$ cat src/rtl/utcla_pkg.sv
// package: field widths, calendar constants and helper functions for the utc to local adjust
`default_nettype none
package utcla_pkg;

  localparam int YearW   = 14;
  localparam int MonthW  = 4;
  localparam int DayW    = 5;
  localparam int HourW   = 5;
  localparam int MinuteW = 6;

  localparam int ZoneHoursW   = 5;
  localparam int ZoneMinutesW = 7;

  localparam int ItemW  = YearW + MonthW + DayW + HourW + MinuteW;
  localparam int TdataW = ((ItemW + 7) / 8) * 8;
  localparam int PadW   = TdataW - ItemW;

  localparam int CfgAddrW = 1;
  localparam int CfgDataW = ZoneMinutesW;

  // register indexes on the config port
  localparam logic [CfgAddrW-1:0] CfgZoneHours   = 1'd0;
  localparam logic [CfgAddrW-1:0] CfgZoneMinutes = 1'd1;

  localparam int MinutesPerHour = 60;
  localparam int HoursPerDay    = 24;
  localparam int MonthsPerYear  = 12;
  localparam int YearMin        = 1;
  localparam int YearMax        = 9999;

  // multiplicative inverse of 25 modulo 2**14 and the divisibility bound
  localparam logic [YearW-1:0] YearInv25   = 14'd7209;
  localparam logic [YearW-1:0] YearDiv25Lo = 14'd655;

  // gregorian leap year: (div4 and not div100) or div400
  // div100 = div4 and div25, div400 = div16 and div25
  function automatic logic is_leap(input logic [YearW-1:0] year);
    logic [YearW-1:0] prod;
    logic             div25;
    prod  = year * YearInv25;
    div25 = (prod <= YearDiv25Lo);
    return ((year[1:0] == 2'd0) && !div25) || ((year[3:0] == 4'd0) && div25);
  endfunction

  // days in month, months outside 1..12 count as 31 days
  function automatic logic [DayW-1:0] month_len(input logic [MonthW-1:0] m,
                                                input logic leap);
    logic [DayW-1:0] len;
    case (m)
      4'd2:    len = leap ? 5'd29 : 5'd28;
      4'd4:    len = 5'd30;
      4'd6:    len = 5'd30;
      4'd9:    len = 5'd30;
      4'd11:   len = 5'd30;
      default: len = 5'd31;
    endcase
    return len;
  endfunction

endpackage
`default_nettype wire

$ cat src/rtl/utc_to_local_date_adjust_top.sv
// top level: utc calendar time to local time with a configurable zone offset
// stages: the input register takes each input transfer, and the result register, which
//   drives out_tvalid, takes the converted item from it when it can load
// throughput: one item per cycle; the input register and result register each
//   hold one item, so in_tready stays high while out_tready is high
// reset: synchronous active-low rst_n empties both stages and clears the zone
//   offset registers to zero hours and zero minutes
`default_nettype none
module utc_to_local_date_adjust_top (
  input  wire logic                            clk,
  input  wire logic                            rst_n,
  // config write port
  input  wire logic                            cfg_we,
  input  wire logic [utcla_pkg::CfgAddrW-1:0]  cfg_addr,
  input  wire logic [utcla_pkg::CfgDataW-1:0]  cfg_wdata,
  // input stream
  input  wire logic                            in_tvalid,
  output logic                                 in_tready,
  // tdata: year_in, month_in, day_in, hour_in, minute_in, zero pad
  input  wire logic [utcla_pkg::TdataW-1:0]    in_tdata,
  // result stream
  output logic                                 out_tvalid,
  input  wire logic                            out_tready,
  // tdata: year_out, month_out, day_out, hour_out, minute_out, zero pad
  output logic [utcla_pkg::TdataW-1:0]         out_tdata
);
  import utcla_pkg::*;

  // bit offsets of the fields in tdata
  localparam int MonthLsb  = YearW;
  localparam int DayLsb    = MonthLsb + MonthW;
  localparam int HourLsb   = DayLsb + DayW;
  localparam int MinuteLsb = HourLsb + HourW;

  // ---------------------------------------------------------------------------
  // zone offset registers
  // ---------------------------------------------------------------------------
  logic signed [ZoneHoursW-1:0]   zone_hours_r;
  logic signed [ZoneMinutesW-1:0] zone_minutes_r;

  always_ff @(posedge clk) begin
    if (!rst_n) begin
      zone_hours_r   <= '0;
      zone_minutes_r <= '0;
    end else if (cfg_we) begin
      case (cfg_addr)
        CfgZoneHours:   zone_hours_r   <= cfg_wdata[ZoneHoursW-1:0];
        CfgZoneMinutes: zone_minutes_r <= cfg_wdata[ZoneMinutesW-1:0];
        default: ;
      endcase
    end
  end

  // ---------------------------------------------------------------------------
  // handshake: each stage loads when it is empty or its content moves on
  // ---------------------------------------------------------------------------
  logic s1_vld_r;
  logic out_vld_r;
  logic out_load;

  assign out_load  = !out_vld_r || out_tready;
  assign in_tready = !s1_vld_r || out_load;

  always_ff @(posedge clk) begin
    if (!rst_n) begin
      s1_vld_r  <= 1'b0;
      out_vld_r <= 1'b0;
    end else begin
      if (in_tready) s1_vld_r  <= in_tvalid;
      if (out_load)  out_vld_r <= s1_vld_r;
    end
  end

  // ---------------------------------------------------------------------------
  // input register
  // ---------------------------------------------------------------------------
  logic [YearW-1:0]   year_r;
  logic [MonthW-1:0]  month_r;
  logic [DayW-1:0]    day_r;
  logic [HourW-1:0]   hour_r;
  logic [MinuteW-1:0] minute_r;

  always_ff @(posedge clk) begin
    if (in_tready && in_tvalid) begin
      year_r   <= in_tdata[MonthLsb-1:0];
      month_r  <= in_tdata[DayLsb-1:MonthLsb];
      day_r    <= in_tdata[HourLsb-1:DayLsb];
      hour_r   <= in_tdata[MinuteLsb-1:HourLsb];
      minute_r <= in_tdata[ItemW-1:MinuteLsb];
    end
  end

  // ---------------------------------------------------------------------------
  // conversion: minute carry, hour carry, day roll, month roll, year clamp
  // ---------------------------------------------------------------------------
  logic              leap;
  logic signed [7:0] min_sum;
  logic signed [7:0] min_fix;
  logic signed [6:0] hour_c;
  logic signed [6:0] hour_sum;
  logic signed [6:0] hour_fix;
  logic signed [6:0] day_c;
  logic signed [6:0] day_fix;
  logic signed [5:0] month_c;
  logic signed [5:0] month_fix;
  logic signed [15:0] year_c;
  logic signed [15:0] year_fix;
  logic [DayW-1:0]   len_cur;
  logic [DayW-1:0]   len_prev;
  logic              day_over;
  logic              day_under;

  logic [YearW-1:0]   year_nxt;
  logic [MonthW-1:0]  month_nxt;
  logic [DayW-1:0]    day_nxt;
  logic [HourW-1:0]   hour_nxt;
  logic [MinuteW-1:0] minute_nxt;

  assign leap = is_leap(year_r);

  always_comb begin
    // minute offset, one carry into the hour
    min_sum = $signed({2'b00, minute_r}) + 8'(zone_minutes_r);
    hour_c  = $signed({2'b00, hour_r});
    min_fix = min_sum;
    if (min_sum >= 8'(MinutesPerHour)) begin
      min_fix = min_sum - 8'(MinutesPerHour);
      hour_c  = hour_c + 7'sd1;
    end else if (min_sum < 8'sd0) begin
      min_fix = min_sum + 8'(MinutesPerHour);
      hour_c  = hour_c - 7'sd1;
    end

    // hour offset, one carry into the day
    hour_sum = hour_c + 7'(zone_hours_r);
    day_c    = $signed({2'b00, day_r});
    hour_fix = hour_sum;
    if (hour_sum >= 7'(HoursPerDay)) begin
      hour_fix = hour_sum - 7'(HoursPerDay);
      day_c    = day_c + 7'sd1;
    end else if (hour_sum < 7'sd0) begin
      hour_fix = hour_sum + 7'(HoursPerDay);
      day_c    = day_c - 7'sd1;
    end

    // day roll against the month length of the input year
    len_cur   = month_len(month_r, leap);
    len_prev  = (month_r > 4'd1) ? month_len(month_r - 4'd1, leap)
                                 : month_len(4'(MonthsPerYear), leap);
    day_over  = (day_c > $signed({2'b00, len_cur}));
    day_under = (day_c < 7'sd1);
    month_c   = $signed({2'b00, month_r});
    day_fix   = day_c;
    if (day_over) begin
      day_fix = 7'sd1;
      month_c = month_c + 6'sd1;
    end else if (day_under) begin
      day_fix = $signed({2'b00, len_prev});
      month_c = month_c - 6'sd1;
    end

    // month roll into the year
    year_c    = $signed({2'b00, year_r});
    month_fix = month_c;
    if (month_c > 6'(MonthsPerYear)) begin
      month_fix = 6'sd1;
      year_c    = year_c + 16'sd1;
    end else if (month_c < 6'sd1) begin
      month_fix = 6'(MonthsPerYear);
      year_c    = year_c - 16'sd1;
    end

    // year saturates at the range ends
    year_fix = year_c;
    if (year_c < 16'(YearMin)) year_fix = 16'(YearMin);
    if (year_c > 16'(YearMax)) year_fix = 16'(YearMax);

    year_nxt   = year_fix[YearW-1:0];
    month_nxt  = month_fix[MonthW-1:0];
    day_nxt    = day_fix[DayW-1:0];
    hour_nxt   = hour_fix[HourW-1:0];
    minute_nxt = min_fix[MinuteW-1:0];
  end

  // ---------------------------------------------------------------------------
  // result register
  // ---------------------------------------------------------------------------
  logic [YearW-1:0]   year_out_r;
  logic [MonthW-1:0]  month_out_r;
  logic [DayW-1:0]    day_out_r;
  logic [HourW-1:0]   hour_out_r;
  logic [MinuteW-1:0] minute_out_r;

  always_ff @(posedge clk) begin
    if (out_load && s1_vld_r) begin
      year_out_r   <= year_nxt;
      month_out_r  <= month_nxt;
      day_out_r    <= day_nxt;
      hour_out_r   <= hour_nxt;
      minute_out_r <= minute_nxt;
    end
  end

  assign out_tvalid = out_vld_r;
  assign out_tdata  = {{PadW{1'b0}}, minute_out_r, hour_out_r, day_out_r,
                       month_out_r, year_out_r};

  // ---------------------------------------------------------------------------
  // checks
  // ---------------------------------------------------------------------------
  a_s1_moves: assert property (@(posedge clk) disable iff (!rst_n)
    s1_vld_r && out_load |=> out_vld_r)
    else $error("input stage item did not reach the result register");

  a_ready_empty: assert property (@(posedge clk) disable iff (!rst_n)
    !s1_vld_r |-> in_tready)
    else $error("in_tready low with an empty input stage");

  a_month_range: assert property (@(posedge clk) disable iff (!rst_n)
    out_vld_r |-> (month_out_r >= 4'd1) && (month_out_r <= 4'(MonthsPerYear)))
    else $error("month_out outside 1..12");

  a_day_nonzero: assert property (@(posedge clk) disable iff (!rst_n)
    out_vld_r |-> (day_out_r != '0))
    else $error("day_out is zero");

  a_year_range: assert property (@(posedge clk) disable iff (!rst_n)
    out_vld_r |-> (year_out_r >= 14'(YearMin)) && (year_out_r <= 14'(YearMax)))
    else $error("year_out outside the clamp range");

endmodule
`default_nettype wire

$ cat config.mk
export PLATFORM = sky130hd
export DESIGN_NAME = utc_to_local_date_adjust_top
export DESIGN_NICKNAME = d
export VERILOG_FILES = /design/src/rtl/utcla_pkg.sv /design/src/rtl/utc_to_local_date_adjust_top.sv
export SDC_FILE = /design/constraint.sdc
export NUM_CORES = 1
export LEC_CHECK = 0
export CAP_MARGIN = 20
export CELL_PAD_IN_SITES_DETAIL_PLACEMENT = 0
export CELL_PAD_IN_SITES_GLOBAL_PLACEMENT = 1
export CORE_ASPECT_RATIO = 1.1
export CORE_UTILIZATION = 40
export DETAILED_ROUTE_END_ITERATION = 16
export DONT_BUFFER_PORTS = 1
export GPL_TIMING_DRIVEN = 0
export PLACE_DENSITY = 0.75
export SLEW_MARGIN = 10
export SYNTH_ARGS = -nofsm -noshare
export SYNTH_HDL_FRONTEND = slang
export SYNTH_SLANG_ARGS = --single-unit
$ cat constraint.sdc
create_clock -name clk -period 9.7 [get_ports clk]
set_input_delay 0.97 -clock clk [delete_from_list [all_inputs] [get_ports clk]]
set_output_delay 0.97 -clock clk [all_outputs]
set_load 0.05 [all_outputs]
==> results of run 1 <==
==> critical path, delay by kind of cell (launching register included) <==
family	cells	cell delay, ns
adder cells (fa/ha/maj)	4	1.05
multiplexers	2	0.64
XOR/XNOR	1	0.19
buffers and inverters	3	0.55
AO/OA/AOI/OAI	15	3.09
AND/OR/NAND/NOR	12	2.50
flip-flops	1	0.37
==> path summary, 6_finish.rpt <==
check / from / endpoint / slack (ns) / cells after the start
setup reg to reg: minute_r[0]$_DFFE_PP_ / year_out_r[2]$_SDFFCE_PN1P_ / 1.04 / 37
setup / recovery: minute_r[0]$_DFFE_PP_ / year_out_r[2]$_SDFFCE_PN1P_ / 1.04 / 37
hold / removal: zone_minutes_r[5]$_SDFFE_PN0P_ / zone_minutes_r[5]$_SDFFE_PN0P_ / 0.47 / 2
hold reg to reg: zone_minutes_r[5]$_SDFFE_PN0P_ / zone_minutes_r[5]$_SDFFE_PN0P_ / 0.47 / 2
==> kinds of logic (layout without fill, tap and decap cells) <==
kind of cell	Yosys count	after routing	share of synthesized area
DFF	82	82	0.358
adders and majority gates	82	82	0.173
xor gates and xnor gates	49	49	0.0661
AOI/OAI and AO/OA	149	149	0.173
other	1	7	0.000578
and+or+nand+nor	192	192	0.158
muxes	11	11	0.0181
buffers and inverters	83	100	0.0530
==> per-stage QoR <==
step,instances,hold slack [ns],utilization,setup WS (ns),instance area (µm²)
floorplan,654,0.448,-,2.35,6510
global route,872,0.503,0.449,0.188,7100
finish,872,0.472,0.449,1.04,7100
CTS,871,0.472,0.449,1.07,7100
global placement,854,0.461,0.428,1.22,6760
detailed placement,855,0.464,0.430,1.10,6800
==> metal layers <==
metal	GRT usage	wire, µm	up-vias
li1	-	-	2432
met1	0.218	6030	2364
met2	0.327	7350	131
met3	0.0509	882	22
met4	0.0703	272	0
met5	0	0	-
==> layout by cell type, fill, tap and decap left out, drive strengths merged, types with 6 or more instances in the layout <==
| cell | instances |
|---|---|
| a211oi | 11 |
| a21boi | 7 |
| a21o | 10 |
| a21oi | 30 |
| and2 | 7 |
| and3 | 6 |
| buf | 11 |
| clkbuf | 27 |
| conb | 6 |
| dfxtp | 14 |
| edfxtp | 68 |
| fa | 13 |
| ha | 69 |
| inv | 58 |
| mux2i | 8 |
| nand2 | 43 |
| nand2b | 6 |
| nand3 | 24 |
| nand4 | 14 |
| nor2 | 24 |
| nor2b | 11 |
| nor3 | 23 |
| o21ai | 23 |
| o31ai | 8 |
| or2 | 6 |
| or3 | 7 |
| xnor2 | 40 |
| xor2 | 9 |
==> flip-flops by register name, summed over array words and instances, names as in the netlist <==
name,count
zone_hours_r,5
hour_out_r,5
zone_minutes_r,7
month_r,4
day_out_r,5
day_r,5
minute_r,6
minute_out_r,6
month_out_r,4
year_r,14
hour_r,5
out_tvalid,1
s1_vld_r,1
year_out_r,14
==> area by class of cell <==
| type | count | area [µm²] | share of cell area |
|---|---|---|---|
| plain buffers | 25 | 126 | 0.0178 |
| well taps | 200 | 250 | 0.0353 |
| clock buffers | 12 | 246 | 0.0347 |
| diodes | 1 | 2.50 | 0.000353 |
| multi-input cells | 489 | 3850 | 0.543 |
| repair buffers | 1 | 27.5 | 0.00388 |
| flip-flops and latches | 82 | 2320 | 0.327 |
| clock inverters | 4 | 51.3 | 0.00723 |
| inverters | 58 | 218 | 0.0307 |
==> power by group through the flow <==
stage          sequential, W  clock, W  combinational, W
2_1_floorplan       0.000470         0          0.000267
3_3_place_gp        0.000478         0          0.000319
3_5_place_dp        0.000478         0          0.000327
4_1_cts             0.000471  0.000358          0.000329
5_1_grt             0.000474  0.000374          0.000373
6_report            0.000471  0.000351          0.000326
==> impl_summary.log, run 1 <==
[metrics] critical path arrival: 8.76 ns
[metrics] number of CTS-inserted buffers: 9
[metrics] count of buffers from port buffering: 0
[metrics] die footprint: 0.0167 mm²
[metrics] Static Leak: between 2 and 3 nW
[metrics] # Max-Cap Violations: 0
[metrics] pin count of the biggest net entering global routing: 35
[metrics] Worst Clk Skew: ~0.01 ns
[metrics] outcome: finished, final reports clean
[metrics] vias in the first global route: between 4000 and 5000
[metrics] slew of the pin with the lowest slew margin: a little over 0.8 ns
[metrics] total vias in the final route: 4949
[metrics] peak supply drop: approximately 0.094 mV
[metrics] number of cells upsized or downsized after cts: 0
[metrics] Final min period: about 8.7 ns
[metrics] number of remaining DRC errors: 0
[metrics] Final Hold Vio Count: 0
[metrics] Core Footprint: about 0.016 mm²
[metrics] cell types with the largest area share after synthesis: sky130_fd_sc_hd__edfxtp_1 (31%), sky130_fd_sc_hd__ha_1 (13%), sky130_fd_sc_hd__xnor2_1 (5.4%)
[metrics] maximum cell stage delay along the critical path: roughly 0.47 ns
[metrics] synth warn: 0
[metrics] top_reg_cell synth: sky130_fd_sc_hd__edfxtp_1
[metrics] fraction of layout cells with a size suffix above 1: 0.0700
[metrics] layout-stage area growth over the synthesis result: 9.33%
[metrics] maximum clock rate: around 120 MHz
[metrics] pins over their slew limit: 0
[metrics] period utilisation layout: 0.893
[metrics] die extent in x: between 100 and 150 µm
[metrics] portion of total power attributed to sequential cells: 0.410
[metrics] Hold/Removal Path Class: reg2reg
[metrics] synth unique cells: 83
[metrics] clock latency on the worst-skew pair: approximately 0.35 ns
[metrics] wire length of the first global-routing pass: about 24000 µm
[metrics] Max-slew headroom: 0.453
[metrics] RSZ-0062 raised after global routing: no
[metrics] initial standard-cell utilization of the core: 0.411
[metrics] Vias per Instance: approximately 5.7
[metrics] number of filler instances in the final layout: around 1500
[metrics] number of design-rule violations left by the first detailed-router iteration: approximately 240
[metrics] Cell Pwr Density: around 160 mW/mm²
[metrics] clock slew seen by the registers of the worst setup and hold paths: ~0.06 ns
[metrics] setup TNS after final layout: 0 ns
[metrics] Total Routing Usage GR: 0.188
[metrics] combinational share of power: 0.284
[metrics] total detailed-routing wirelength: 14500 µm
[metrics] synthesized area: 0.00649 mm²
[metrics] DIE HEIGHT: ~140 µm
[metrics] antenna-violating nets left: 0
[metrics] I/O Pins: 95
[metrics] sequential fraction of the synthesis area: 0.358
[metrics] DR pass1 iterations: 4
[metrics] Final nets: ~800
[metrics] Mean Syn Cell Area: 10.0 µm²
[metrics] biggest area consumer among synthesized cells: sky130_fd_sc_hd__edfxtp_1
[metrics] hold buffer count at cts: 0
[metrics] number of synthesized flops with an enable pin: a little under 70
[metrics] share of flip-flops with an asynchronous set or reset: 0
[metrics] Final GP Congestion: 0.806
[metrics] synthesized netlist cell count: 649
[metrics] number of antenna violations at the first check in global routing: 2
[metrics] area fraction of the dominant cell type after synthesis: 0.315
[metrics] dpl hpwl: between 10000 and 15000 µm
[metrics] Overflow after GRT: 0
[metrics] Wirelength per Cell: between 15 and 20 µm
[metrics] switching share of power: 0.336
[metrics] library cell used as clock root buffer: sky130_fd_sc_hd__clkbuf_16
[metrics] commonest cells in the netlist: sky130_fd_sc_hd__ha_1 (69), sky130_fd_sc_hd__edfxtp_1 (68), sky130_fd_sc_hd__inv_1 (58), sky130_fd_sc_hd__nand2_1 (43), sky130_fd_sc_hd__xnor2_1 (40)
[metrics] register bit count reported by yosys: 82
[metrics] Required @ worst endpoint: 9.80 ns
[metrics] net switching power: between 0.0003 and 0.0004 W
[metrics] deepest level of the CTS H-tree: 3
[metrics] CP max stage cell: sky130_fd_sc_hd__nand4_1
[metrics] total setup buffers inserted after CTS: 0
[metrics] type of element launching the critical path: flop
[metrics] cell repeated most along the worst path: sky130_fd_sc_hd__a21oi_1
[metrics] number of placement rows: 48
[metrics] number of buffers between clock root and the deepest sink: 2
[metrics] TritonCTS clock tree: built
[metrics] Total Power Consumption: about 0.0011 W
[metrics] clock network power share: 0.306
[metrics] maximum fanout count along the critical path: 10
[metrics] Int Pwr: roughly 0.00076 W
[metrics] category of the worst setup path capture point: flop
[metrics] number of clock sinks: 82
[metrics] count of endpoints failing setup in the final report: 0
[metrics] most frequent cell after synthesis: sky130_fd_sc_hd__ha_1
[metrics] class of the most critical setup path: reg2reg
No activity file was read; power rests on OpenSTA's default activity.
==> run 2: changes to the inputs <==
Settings changed: CORE_ASPECT_RATIO 1.1 to 0.9, CORE_MARGIN from default to 2.
==> impl_summary.log, run 2 (same netlist as run 1, synthesis figures left out) <==
[metrics] depth of the most critical reg-to-reg path: 36 (-2.7%)
[metrics] count of endpoints failing setup in the final report: 0 (unchanged)
[metrics] DR pass1 iterations: 5 (+1)
[metrics] WHS: 0.475 ns (+0.00299 ns)
[metrics] Reg2Reg Setup Slack: 0.95 ns (-0.09 ns)
[metrics] commonest cells after routing, fill and taps aside: sky130_fd_sc_hd__ha_1 (69), sky130_fd_sc_hd__edfxtp_1 (68), sky130_fd_sc_hd__inv_1 (58)
[metrics] count of buffers from port buffering: 0 (unchanged)
[metrics] number of buffers between clock root and the deepest sink: 2 (unchanged)
[metrics] setup TNS after final layout: 0 ns (unchanged)
[metrics] die footprint: 0.0173 mm² (+3.1%)
[metrics] Wirelength per Cell: 16.5 µm (-0.80%)
[metrics] total vias in the final route: 4957 (+0.16%)
[metrics] pin count of the biggest net entering global routing: 35 (unchanged)
[metrics] Core Footprint: 0.0160 mm² (+1.4%)
[metrics] slew of the pin with the lowest slew margin: 0.832 ns (+0.0111 ns)
[metrics] TritonCTS clock tree: built
[metrics] most common cell after layout, fill and taps aside: sky130_fd_sc_hd__ha_1
[metrics] Worst Clk Skew: 0.0120 ns (+0.00175 ns)
[metrics] wire length of the first global-routing pass: 24100 µm (-0.63%)
[metrics] Total Power Consumption: 0.00116 W (+1.3%)
[metrics] number of remaining DRC errors: 0 (unchanged)
[metrics] cell count of the worst hold path: 2 (unchanged)
[metrics] vias in the first global route: 4765 (-4.0%)
[metrics] number of cells upsized or downsized after cts: 0 (unchanged)
[metrics] Overflow after GRT: 0 (unchanged)
[metrics] Total Routing Usage GR: 0.172 (-0.0160)
[metrics] library cell used as clock root buffer: sky130_fd_sc_hd__clkbuf_16
[metrics] Vias per Instance: 5.65 (-0.52%)
[metrics] number of CTS-inserted buffers: 9 (unchanged)
[metrics] hold buffer count at cts: 0 (unchanged)
[metrics] number of placement rows: 44 (-8.3%)
[metrics] total setup buffers inserted after CTS: 0 (unchanged)
[metrics] DIE HEIGHT: 125 µm (-7.9%)
[metrics] deepest level of the CTS H-tree: 3 (unchanged)
[metrics] layout-stage area growth over the synthesis result: 9.64%
[metrics] maximum fanout count along the critical path: 10 (unchanged)
[metrics] initial standard-cell utilization of the core: 0.405 (-0.00578)
[metrics] clock slew seen by the registers of the worst setup and hold paths: 0.06 ns (about the same)
[metrics] dpl hpwl: 11500 µm (-0.81%)
[metrics] I/O Pins: 95 (unchanged)
[metrics] antenna-violating nets left: 0 (unchanged)
[metrics] period utilisation layout: 0.902 (+0.00941)
[metrics] type of element launching the critical path: flop
[metrics] outcome: finished, final reports clean
[metrics] maximum clock rate: 114 MHz (-1.0%)
[metrics] Final Hold Vio Count: 0 (unchanged)
[metrics] critical path arrival: 8.86 ns (+0.10 ns)
[metrics] Required @ worst endpoint: 9.80 ns (about the same)
[metrics] # Max-Cap Violations: 0 (unchanged)
[metrics] worst r2r src: minute_r[0]$_DFFE_PP_
[metrics] CP max stage cell: sky130_fd_sc_hd__a21oi_1
[metrics] Hold/Removal Path Class: reg2reg
[metrics] number of clock sinks: 82 (unchanged)
[metrics] Final min period: 8.75 ns (+0.0913 ns)
[metrics] Final nets: 801 (unchanged)
[metrics] antenna diode instance count: 0 (-1)
[metrics] Final GP Congestion: 0.884 (+9.7%)
[metrics] RSZ-0062 raised after global routing: no
[metrics] Static Leak: 2.87 nW (+0.48%)
[metrics] worst reg2reg path endpoint: year_out_r[1]$_SDFFCE_PN1P_
[metrics] Cell Pwr Density: 163 mW/mm² (+1.0%)
[metrics] number of filler instances in the final layout: 1499 (-1.4%)
[metrics] peak supply drop: 0.149 mV (+59%)
[metrics] cell repeated most along the worst path: sky130_fd_sc_hd__a21oi_1
[metrics] class of the most critical setup path: reg2reg
[metrics] dpl cell area: 0.00680 mm² (about the same)
[metrics] number of antenna violations at the first check in global routing: 0 (-2)
[metrics] Hold Path End: zone_minutes_r[3]$_SDFFE_PN0P_
[metrics] startpoint of the most critical hold path: zone_minutes_r[3]$_SDFFE_PN0P_
[metrics] pins over their slew limit: 0 (unchanged)
[metrics] number of design-rule violations left by the first detailed-router iteration: 270 (+14%)
[metrics] leading registers by flop count: year_out_r: 14 flops, year_r: 14 flops, zone_minutes_r: 7 flops
[metrics] total detailed-routing wirelength: 14500 µm (-0.12%)
[metrics] category of the worst setup path capture point: flop
[metrics] fraction of layout cells with a size suffix above 1: 0.0730 (+0.00298)
[metrics] Max-slew headroom: 0.446 (-0.00741)
[metrics] total non-filler cell area in the finished layout: 0.00712 mm² (+0.28%)
[metrics] maximum cell stage delay along the critical path: 0.53 ns (+0.06 ns)
[metrics] clock latency on the worst-skew pair: 0.36 ns (about the same)
[metrics] die extent in x: 138 µm (+12%)
==> run 2: area by class of cell <==
type | instances | area [µm²] | area share
multi-input combinational | 489 | 3850 | 0.541
sequential | 82 | 2320 | 0.326
clock buffer | 11 | 275 | 0.0387
tap | 207 | 259 | 0.0364
inverter | 58 | 218 | 0.0306
buffer | 25 | 126 | 0.0178
clock inverter | 5 | 43.8 | 0.00615
timing repair buffer | 1 | 20.0 | 0.00281
==> run 2: worst max-delay path by stage <==
stage	startpoint	to	slack [ns]	cells after the start
3_3_place_gp	zone_minutes_r[0]$_SDFFE_PN0P_	year_out_r[1]$_SDFFCE_PN1P_	1.24	35
3_5_place_dp	zone_minutes_r[0]$_SDFFE_PN0P_	year_out_r[1]$_SDFFCE_PN1P_	1.07	34
5_1_grt	minute_r[0]$_DFFE_PP_	year_out_r[0]$_SDFFCE_PP1P_	0.1	36
4_1_cts	zone_minutes_r[0]$_SDFFE_PN0P_	year_out_r[1]$_SDFFCE_PN1P_	1.04	34
2_1_floorplan	minute_r[0]$_DFFE_PP_	year_out_r[1]$_SDFFCE_PN1P_	2.35	38
6_report	minute_r[0]$_DFFE_PP_	year_out_r[1]$_SDFFCE_PN1P_	0.95	36
==> run 2: critical path: cells and delay by family, from the launching register on <==
family	cells	cell delay (ns)
compound gates	15	3.36
xor+xnor	1	0.18
fa+ha+maj	4	1.03
buf+inv	2	0.29
flops	1	0.37
mux	2	0.65
simple gates	12	2.62
==> run 2: metrics by stage <==
stage                     setup slack [ns]  instances  utilization
after floorplan                       2.35        654            -
after global placement                1.24        861        0.423
after detailed placement              1.07        862        0.424
after CTS                             1.04        878        0.444
after global routing                0.0999        878        0.444
final                                0.948        878        0.444
==> run 2: power by group <==
part | total [W] | internal (W) | switching (W)
Clock | 0.000363 | 0.000209 | 0.000153
Sequential | 0.000471 | 0.000413 | 0.0000573
Combinational | 0.000329 | 0.000142 | 0.000187
Total | 0.00116 | 0.000765 | 0.000398
==> run 2: layer usage <==
| metal | routed length, µm | track usage | up-vias |
|---|---|---|---|
| met5 | 0 | 0 | - |
| met4 | 249 | 0.0570 | 0 |
| met3 | 752 | 0.0404 | 18 |
| met2 | 6590 | 0.274 | 134 |
| met1 | 6920 | 0.231 | 2378 |
| li1 | - | - | 2427 |
